--- config.mk ---
export PLATFORM = sky130hd
export DESIGN_NAME = tick_task_scheduler_top
export DESIGN_NICKNAME = d
export VERILOG_FILES = /design/src/tts_pkg.sv /design/src/tick_task_scheduler_top.sv
export SDC_FILE = /design/constraint.sdc
export NUM_CORES = 1
export LEC_CHECK = 0
export BUFFER_PORTS_ARGS = -buffer_cell sky130_fd_sc_hd__buf_2
export CORE_ASPECT_RATIO = 1.25
export CORE_MARGIN = 2
export CORE_UTILIZATION = 50
export DETAILED_ROUTE_END_ITERATION = 10
export MAX_ROUTING_LAYER = met4
export PLACE_DENSITY = 0.65
export SYNTH_ARGS = -nofsm -noshare
export SYNTH_HDL_FRONTEND = slang
export SYNTH_SLANG_ARGS = --single-unit
--- constraint.sdc ---
create_clock -name clk -period 6.3 [get_ports clk]
set_input_delay 1.575 -clock clk [delete_from_list [all_inputs] [get_ports clk]]
set_output_delay 1.575 -clock clk [all_outputs]
set_load 0.02 [all_outputs]
--- src/tts_pkg.sv ---
// ----------------------------------------------------------------------------
// Tick task scheduler package
// Shared sizes, operation and status codes, and the item and result types.
// ----------------------------------------------------------------------------
package tts_pkg;

	// Size of the task table and the most results one dispatch may give.
	localparam int NUM_SLOTS   = 16;
	localparam int MAX_RESULTS = 16;
	localparam int IDX_W       = (NUM_SLOTS > 1) ? $clog2(NUM_SLOTS) : 1;
	localparam int CNT_W       = $clog2(MAX_RESULTS + 1);

	// Operation codes.
	localparam logic [1:0] OP_ADD  = 2'd0;
	localparam logic [1:0] OP_TICK = 2'd1;
	localparam logic [1:0] OP_DISP = 2'd2;
	localparam logic [1:0] OP_DEL  = 2'd3;

	// Result status codes.
	localparam logic [2:0] ST_ADDED     = 3'd0;
	localparam logic [2:0] ST_FULL      = 3'd1;
	localparam logic [2:0] ST_TICK      = 3'd2;
	localparam logic [2:0] ST_RUN       = 3'd3;
	localparam logic [2:0] ST_NONE      = 3'd4;
	localparam logic [2:0] ST_DELETED   = 3'd5;
	localparam logic [2:0] ST_DEL_EMPTY = 3'd6;

	typedef struct packed {
		logic [1:0]  op;
		logic [31:0] first_delay;
		logic [31:0] run_period;
		logic [3:0]  slot_sel;
	} tts_item_t;

	typedef struct packed {
		logic [2:0] status;
		logic [3:0] slot_id;
		logic       last;
	} tts_result_t;

endpackage

--- src/tick_task_scheduler_top.sv ---
// ----------------------------------------------------------------------------
// Tick task scheduler
// Table of task slots with add, tick, dispatch and delete operations, worked
// one slot per cycle unless results stall, via a single shared update unit.
// ----------------------------------------------------------------------------
//
//  Channel   Direction  Handshake                    Payload
//  item      in         item_valid / item_stall      tts_item_t
//  result    out        result_valid / result_stall  tts_result_t
//
//  Delete works only on its selected slot. Add walks to the lowest free slot,
//  and tick and dispatch walk the whole slot table, one slot per cycle while
//  the result side does not stall. Every item also waits out the cycles the
//  result side stalls, in its closing step and, for dispatch, at a ready slot
//  while the previous run result cannot move on. Reset clears every valid
//  flag at once; no clearing pass is needed. item_stall is high while an
//  item is being worked. A result waiting in the output register does not
//  hold off the next item.
//
module tick_task_scheduler_top
	import tts_pkg::*;
(
	input  logic        clk,
	input  logic        arst_n,
	input  logic        item_valid,
	output logic        item_stall,
	input  tts_item_t   item,
	output logic        result_valid,
	input  logic        result_stall,
	output tts_result_t result
);

	localparam logic [1:0] S_IDLE = 2'd0;
	localparam logic [1:0] S_WALK = 2'd1;
	localparam logic [1:0] S_FIN  = 2'd2;

	localparam logic [IDX_W-1:0] LAST_IDX = IDX_W'(NUM_SLOTS - 1);

	// Sequencer and work registers.
	logic [1:0]       state_q, state_d;
	tts_item_t        cmd_q;
	logic [IDX_W-1:0] idx_q, idx_d;
	logic [CNT_W-1:0] n_q, n_d;
	logic             pend_valid_q, pend_valid_d;
	logic [3:0]       pend_slot_q, pend_slot_d;
	logic [2:0]       res_status_q, res_status_d;
	logic [3:0]       res_slot_q, res_slot_d;

	// Output register.
	logic        out_valid_q, out_valid_d;
	tts_result_t out_q, out_d;

	// Slot table.
	logic [NUM_SLOTS-1:0] valid_q, valid_d;
	logic [31:0]          delay_q [NUM_SLOTS];
	logic [31:0]          period_q [NUM_SLOTS];
	logic [7:0]           runs_q [NUM_SLOTS];

	// Write port of the slot fields, always at the walk index.
	logic        wr_en;
	logic [31:0] wr_delay, wr_period;
	logic [7:0]  wr_runs;

	logic [31:0]      rd_delay, rd_period;
	logic [7:0]       rd_runs;
	logic             rd_valid;
	logic             out_free;
	logic             at_end;
	logic [IDX_W-1:0] sel_idx;
	logic             sel_in_range;
	logic             fire;

	assign rd_delay     = delay_q[idx_q];
	assign rd_period    = period_q[idx_q];
	assign rd_runs      = runs_q[idx_q];
	assign rd_valid     = valid_q[idx_q];
	assign out_free     = !out_valid_q || !result_stall;
	assign at_end       = (idx_q == LAST_IDX);
	assign sel_idx      = IDX_W'(cmd_q.slot_sel);
	assign sel_in_range = ({28'd0, cmd_q.slot_sel} < 32'(NUM_SLOTS));
	assign fire         = rd_valid && (rd_runs != 8'd0) && (n_q < CNT_W'(MAX_RESULTS));

	assign item_stall   = (state_q != S_IDLE);
	assign result_valid = out_valid_q;
	assign result       = out_q;

	// Sequencer and the shared per-slot update unit.
	always_comb begin
		state_d      = state_q;
		idx_d        = idx_q;
		n_d          = n_q;
		pend_valid_d = pend_valid_q;
		pend_slot_d  = pend_slot_q;
		res_status_d = res_status_q;
		res_slot_d   = res_slot_q;
		valid_d      = valid_q;
		wr_en        = 1'b0;
		wr_delay     = rd_delay;
		wr_period    = rd_period;
		wr_runs      = rd_runs;
		out_valid_d  = out_valid_q && result_stall;
		out_d        = out_q;

		case (state_q)
			S_IDLE: begin
				if (item_valid) begin
					state_d      = S_WALK;
					idx_d        = '0;
					n_d          = '0;
					pend_valid_d = 1'b0;
				end
			end
			S_WALK: begin
				case (cmd_q.op)
					OP_ADD: begin
						if (!rd_valid) begin
							valid_d[idx_q] = 1'b1;
							wr_en          = 1'b1;
							wr_delay       = cmd_q.first_delay;
							wr_period      = cmd_q.run_period;
							wr_runs        = 8'd0;
							res_status_d   = ST_ADDED;
							res_slot_d     = 4'(idx_q);
							state_d        = S_FIN;
						end else if (at_end) begin
							res_status_d = ST_FULL;
							res_slot_d   = 4'd0;
							state_d      = S_FIN;
						end else begin
							idx_d = idx_q + 1'b1;
						end
					end
					OP_TICK: begin
						// Count the delay down, or reload it and owe one more run.
						if (rd_valid) begin
							wr_en = 1'b1;
							if (rd_delay != 32'd0) begin
								wr_delay = rd_delay - 32'd1;
							end else begin
								wr_delay = rd_period;
								if (rd_runs != 8'hFF) begin
									wr_runs = rd_runs + 8'd1;
								end
							end
						end
						if (at_end) begin
							res_status_d = ST_TICK;
							res_slot_d   = 4'd0;
							state_d      = S_FIN;
						end else begin
							idx_d = idx_q + 1'b1;
						end
					end
					OP_DISP: begin
						// A ready slot waits while an older run result cannot move on.
						if (!(fire && pend_valid_q && !out_free)) begin
							if (fire) begin
								if (pend_valid_q) begin
									out_valid_d = 1'b1;
									out_d       = '{status: ST_RUN, slot_id: pend_slot_q,
										last: 1'b0};
								end
								pend_valid_d = 1'b1;
								pend_slot_d  = 4'(idx_q);
								n_d          = n_q + 1'b1;
								wr_en        = 1'b1;
								wr_runs      = rd_runs - 8'd1;
								if (rd_period == 32'd0) begin
									valid_d[idx_q] = 1'b0;
								end
							end
							if (at_end) begin
								// The last run found is held back so it can carry last.
								if (pend_valid_d) begin
									res_status_d = ST_RUN;
									res_slot_d   = pend_slot_d;
								end else begin
									res_status_d = ST_NONE;
									res_slot_d   = 4'd0;
								end
								pend_valid_d = 1'b0;
								state_d      = S_FIN;
							end else begin
								idx_d = idx_q + 1'b1;
							end
						end
					end
					default: begin
						if (sel_in_range && valid_q[sel_idx]) begin
							res_status_d = ST_DELETED;
						end else begin
							res_status_d = ST_DEL_EMPTY;
						end
						if (sel_in_range) begin
							valid_d[sel_idx] = 1'b0;
						end
						res_slot_d = cmd_q.slot_sel;
						state_d    = S_FIN;
					end
				endcase
			end
			S_FIN: begin
				// Hand the closing result of the item to the output register.
				if (out_free) begin
					out_valid_d = 1'b1;
					out_d       = '{status: res_status_q, slot_id: res_slot_q, last: 1'b1};
					state_d     = S_IDLE;
				end
			end
			default: begin
				state_d = S_IDLE;
			end
		endcase
	end

	// Control registers.
	always_ff @(posedge clk or negedge arst_n) begin
		if (!arst_n) begin
			state_q      <= S_IDLE;
			pend_valid_q <= 1'b0;
			out_valid_q  <= 1'b0;
			valid_q      <= '0;
		end else begin
			state_q      <= state_d;
			pend_valid_q <= pend_valid_d;
			out_valid_q  <= out_valid_d;
			valid_q      <= valid_d;
		end
	end

	// Payload registers.
	always_ff @(posedge clk) begin
		if (state_q == S_IDLE && item_valid) begin
			cmd_q <= item;
		end
		idx_q        <= idx_d;
		n_q          <= n_d;
		pend_slot_q  <= pend_slot_d;
		res_status_q <= res_status_d;
		res_slot_q   <= res_slot_d;
		out_q        <= out_d;
	end

	// Slot fields; a slot that is not valid is never read for its fields.
	always_ff @(posedge clk) begin
		if (wr_en) begin
			delay_q[idx_q]  <= wr_delay;
			period_q[idx_q] <= wr_period;
			runs_q[idx_q]   <= wr_runs;
		end
	end

endmodule

==> run metrics, run 1 <==
status=completed; synthesized area per cell=18.78 um2; Internal Power=0.02009 W; number of synthesized flops with an enable pin=1250; register share of total power=41.6%; first-pass GRT wire length=201800 um; fin. max-slew vios=0; Final min period=5.591 ns; Synth-to-Final Area Change=13.01%; dpl cells=4171; Synth top area share=72.11%; Slew HR=13.98%; Seq cells post-synth=1274; commonest non-fill, non-tap cells in the layout=edfxtp_1 (1250), mux4_2 (283), nand2_1 (206); Seq/Total Area, Yosys=73.22%; vias in the first global route=28610; NumNets Final=3043; Reg clk slew, reported paths=0.06 ns; RD Place Congestion=0.9349; measured slew at the worst slew-check pin=1.290 ns; IO Pins=84; WL final=139900 um; post-route insts no fill=4393; Req. time, crit path=6.66 ns; Logic pwr share=35.6%; post-CTS resize count=0; GRT overflow=0; drt wl/cell=31.84 um; row count=132; Die Y-Extent=364.7 um; worst-skew pair later-pin latency=0.77 ns; Num CTS Buffers=119; critical-path maximum fanout=20; die width=292.6 um; max cap viols=0; Syn Inst Count=2772; vias per inst=6.557; Final Setup Violations=0; Clk pwr share=22.9%; routed vias=28810; leak pwr=18.74 nW; worst min-delay path class=flop to flop; post-CTS setup buffers=0; DP Area=54930 um2; CTS Root Cell=clkbuf_16; Mapped Nets=2863; Peak VDD IR=0.2912 mV; DRC=0; Synth Warn #=0; DR iter-0 viols=3889; Final Cycle Share=88.74%; ys async rst share=1.570%; number of distinct library cells after synthesis=87; Worst EP arrival=5.95 ns; total global-route track usage=27.19%; H-Tree Depth=3; crit path launch type=flop; Mapped Area=52050 um2; P_sw=0.01111 W; clock skew=0.06311 ns; Post-CTS Hold Fix Bufs=0; Yosys top cell by area=edfxtp_1; unrepaired setup endpoints after global routing=no; Crit. End Element=flop; Util after Layout=56.90%; clk sinks=1274; Max Fclk=178.9 MHz; Diodes inserted=0; pin count of the biggest net entering global routing=73; starting density of the core=50.35%; Hold Fails Final Rpt=0; Final HPWL DP=83510 um; top cells by area, synth=edfxtp_1 (72%), mux4_2 (12%), nand2_1 (1.5%); pwr dens=530.3 nW/um2; most common cell after layout, fill and taps aside=edfxtp_1; critical path type=flop to flop; Routed Antenna Nets=0; switching share of total power=35.60%; fin area=58830 um2; CTS tree=built; Core Footprint=103400 um2; die footprint=106700 um2; Clock Path Buffers=3; initial antenna violation count=4; top_reg_cell synth=edfxtp_1; share of cells above drive strength 1=24.80%; TritonRoute pass-1 iters=5; IO Port Bufs=83
## power by group through the flow
stage	Combinational, W	Sequential, W	Clock [W]
2_1_floorplan	0.00720	0.0128	0
4_1_cts	0.0110	0.0130	0.00724
5_1_grt	0.0118	0.0130	0.00757
3_5_place_dp	0.0110	0.0131	0
6_report	0.0111	0.0130	0.00714
3_3_place_gp	0.0106	0.0131	0
## metrics by stage
stage / setup slack (ns) / total power (W) / setup TNS [ns] / hold slack (ns)
6_report: 0.7095 / 0.03120 / 0 / 0.5050
3_5_place_dp: 0.7366 / 0.02411 / 0 / 0.4874
5_1_grt: 0.3789 / 0.03240 / 0 / 0.5202
2_1_floorplan: -0.5550 / 0.02003 / -563.84 / 0.4773
3_3_place_gp: 0.9206 / 0.02374 / 0 / 0.4813
4_1_cts: 0.7145 / 0.03120 / 0 / 0.5099
## kinds of logic after synthesis
family	synth area share, %
multiplexers	14.32
adder cells (fa/ha/maj)	0.4086
buffers and inverters	1.882
flip-flops	73.22
AO/OA/AOI/OAI	5.384
XOR/XNOR	0.08414
AND/OR/NAND/NOR	4.697
## layer usage
metal	global-route usage, %	up-vias	routed length, um
li1	-	11820	-
met1	37.00	15260	56290
met2	43.71	1516	69210
met3	4.014	211	11290
met4	6.868	0	3096
met5	-	-	0
## path summary, 6_finish.rpt
check,startpoint,end,slack (ns),cells past startpoint
setup / recovery,flop,delay_q[2][20],0.71,11
hold / removal,res_status_q[0],result[5],0.51,1
setup reg to reg,flop,delay_q[2][20],0.71,11
hold reg to reg,res_status_q[0],result[5],0.51,1
max in group asynchronous,arst_n,valid_q[12],5.15,1
min in group asynchronous,arst_n,valid_q[10],0.77,1
## worst max-delay path: stages, from the launching register on
cell and delay (ns):
dfxtp_4 0.72, buf_4 0.32, mux4_2 0.51, a22o_1 0.26, nor2_1 0.24, buf_4 0.20, or4b_4 0.51, nor4_4 0.56
nand4_4 0.42, a21oi_1 0.30, a31oi_1 0.11, o211ai_1 0.99
## cell usage after synthesis (all sizes together) (20+ instances only)
master  instances
a221oi         25
dfrtp          20
nand2         208
nor3           32
edfxtp       1250
o22ai          21
inv            27
mux4          288
a22o           21
mux2           23
nor2          113
o21ai          74
buf            85
a31oi          22
a22oi          69
clkbuf         74
a21oi          78
mux2i          69
nand3          29
## cell type report
cell class                      count  area, um2
Sequential cell                  1274      38130
Clock buffer                      143       3089
Multi-Input combinational cell   1311      13120
Inverter                           28      105.1
Timing Repair Buffer              218       1904
Fill cell                        7667      44560
Clock inverter                     79      805.8
Tap cell                         1340       1677
## registers in the layout (all words and copies together), names as in the netlist, 5 cells and up, named ones only
name	flops
delay_q	512
period_q	512
runs_q	128
cmd_q	66
valid_q	16
result	8
n_q	5
No activity file was read; power rests on OpenSTA's default activity.
==> inputs of run 2 (changes only) <==
--- a/config.mk
+++ b/config.mk
@@ -7,11 +7,11 @@
 export LEC_CHECK = 0
 export BUFFER_PORTS_ARGS = -buffer_cell sky130_fd_sc_hd__buf_2
 export CORE_ASPECT_RATIO = 1.25
-export CORE_MARGIN = 2
+export CORE_MARGIN = 8
 export CORE_UTILIZATION = 50
 export DETAILED_ROUTE_END_ITERATION = 10
 export MAX_ROUTING_LAYER = met4
-export PLACE_DENSITY = 0.65
+export PLACE_DENSITY = 0.63
 export SYNTH_ARGS = -nofsm -noshare
 export SYNTH_HDL_FRONTEND = slang
 export SYNTH_SLANG_ARGS = --single-unit
==> constraint.sdc (replaced) <==
create_clock -name clk -period 6.6 [get_ports clk]
set_input_delay 1.65 -clock clk [delete_from_list [all_inputs] [get_ports clk]]
set_output_delay 1.65 -clock clk [all_outputs]
set_load 0.02 [all_outputs]
==> run 2 against run 1 <==
Effect of this change:
- global-route usage shrank 2.8 points
- non-clock buffer count shrank 20
- worst setup slack lost 0.076 ns
- sequential share of layout area grew 0.26 points
- wire length shrank 1.4%
- critical path depth is the same
- core utilization shrank 0.23 points
- final cell count shrank 0.34%
- clock power shrank 5.2%
- first-iteration DRC count shrank 6.5%
- largest power group unchanged
==> run metrics, run 2 (synthesis results as in run 1) <==
status=completed; DR iter-0 viols=3636 (-6.5%); Final min period=5.966 ns (+0.3756 ns); Clock Path Buffers=3 (unchanged); worst min-delay path class=flop to flop; GRT overflow=0 (unchanged); Req. time, crit path=6.97 ns (+0.31 ns); pin count of the biggest net entering global routing=73 (unchanged); dpl cells=4151 (-0.48%); Worst EP arrival=6.34 ns (+0.39 ns); Final Setup Violations=0 (unchanged); Max Fclk=167.6 MHz (-6.3%); CTS Root Cell=clkbuf_16; Slew HR=13.58% (-0.40 points); Die Y-Extent=376.7 um (+3.3%); commonest non-fill, non-tap cells in the layout=edfxtp_1 (1250), mux4_2 (283), nand2_1 (206); share of cells above drive strength 1=24.43% (-0.36 points); Core Footprint=103400 um2 (unchanged); critical-path maximum fanout=39 (+95%); clk sinks=1274 (unchanged); leak pwr=18.64 nW (-0.53%); fin. max-slew vios=0 (unchanged); die width=304.6 um (+4.1%); critical path type=flop to flop; post-CTS setup buffers=0 (unchanged); NumNets Final=3024 (-0.62%); max cap viols=0 (unchanged); vias per inst=6.529 (-0.42%); DRC=0 (unchanged); vias in the first global route=28650 (+0.15%); post-CTS resize count=0 (unchanged); R2R depth=11 (unchanged); die footprint=114800 um2 (+7.5%); CP peak stage delay=0.97 ns (-0.02 ns); drt wl/cell=31.50 um (-1.1%); worst-path cell with the longest stage delay=o221ai_1; TritonRoute pass-1 iters=7 (+2); unrepaired setup endpoints after global routing=no; top cell family by delay on the critical path=simple AND/OR/NAND/NOR gates; routed vias=28590 (-0.76%); critical-path cell list=buf_12, buf_4, mux4_2, a22oi_1, nand2_1, or4_1, nor3_2, and4_1, buf_12, mux2_2, o221ai_1; row count=132 (unchanged); worst hold start=res_status_q[1]; Worst Hold Path EP=result[6]; measured slew at the worst slew-check pin=1.294 ns (+0.003932 ns); Peak VDD IR=0.2690 mV (-7.6%); Final Cycle Share=90.40% (+1.7 points); Hold Fails Final Rpt=0 (unchanged); pwr dens=505.2 nW/um2 (-4.7%); capture point of the worst reg-to-reg path=delay_q[1][5]; initial antenna violation count=1 (-3); Worst Hold Path Cells=1 (unchanged); CTS tree=built; Final HPWL DP=79580 um (-4.7%); Post-CTS Hold Fix Bufs=0 (unchanged); WP buf/inv=3 (+1); reg-to-reg slack, setup=0.63 ns (-0.08 ns); Synth-to-Final Area Change=12.56%; first-pass GRT wire length=199900 um (-0.97%); most frequent CP cell=buf_12; WL final=137900 um (-1.4%); IO Pins=84 (unchanged); Reg clk slew, reported paths=0.06 ns (about the same); Routed Antenna Nets=0 (unchanged); RD Place Congestion=0.8800 (-5.9%); H-Tree Depth=3 (unchanged); Pwr Total=0.02960 W (-5.1%); Crit. End Element=flop; most common cell after layout, fill and taps aside=edfxtp_1; IO Port Bufs=83 (unchanged); crit path launch type=flop; worst-skew pair later-pin latency=0.75 ns (-0.02 ns); Num CTS Buffers=120 (+0.84%); total global-route track usage=24.35% (-2.8 points); Regs by FF count=delay_q: 512 flops, period_q: 512 flops, runs_q: 128 flops; starting density of the core=50.35% (unchanged); clock skew=0.04396 ns (-0.01915 ns); post-route insts no fill=4378 (-0.34%)
==> run 2: changes by cell type in the layout (fill, tap and decap cells not counted), sizes merged <==
cell / change
diode: +1
clkbuf: -8
inv: -1
clkinvlp: -2
buf: -20
clkinv: +15
==> run 2: layout make-up <==
class / count / area, um2
clock buffer: 135 / 3059
sequential: 1274 / 38130
tap: 1340 / 1677
inverter: 28 / 105.1
clock inverter: 91 / 798.3
multi-input combinational: 1311 / 13130
antenna: 1 / 2.502
fill: 7798 / 44800
timing repair buffer: 198 / 1692
==> run 2: where the power goes <==
part           total, W  switching, W  internal, W
registers        0.0125      0.000559       0.0119
logic            0.0103       0.00693      0.00342
clock network   0.00677       0.00303      0.00374
total            0.0296        0.0105       0.0191
==> run 2: worst max path at each step <==
stage	end	slack (ns)	cells past startpoint
finish	delay_q[1][5]	0.63	11
CTS	delay_q[1][5]	0.75	11
floorplan	delay_q[12][0]	-0.25	18
detailed placement	delay_q[15][5]	0.76	11
global placement	valid_q[1]	1.03	12
global route	delay_q[4][22]	0.46	12
==> run 2: per-layer routing <==
layer / share of wire (%) / GRT usage [%] / routed length (um)
met5: 0 / - / 0
met3: 7.6 / 3.175 / 10540
met1: 40 / 32.28 / 55330
met2: 49 / 39.23 / 67410
met4: 3.4 / 8.412 / 4626
==> run 2: per-stage QoR <==
stage          TNS (ns)  utilization (%)  setup WS (ns)  hold slack, ns  cell area (um2)
6_report              0            56.67         0.6339          0.5170            58590
3_3_place_gp          0            52.94          1.035          0.4928            54730
3_5_place_dp          0            52.94         0.7612          0.5097            54730
5_1_grt               0            56.67         0.4627          0.5365            58590
4_1_cts               0            56.67         0.7539          0.5241            58590
2_1_floorplan   -218.24                -        -0.2550          0.4773            52050
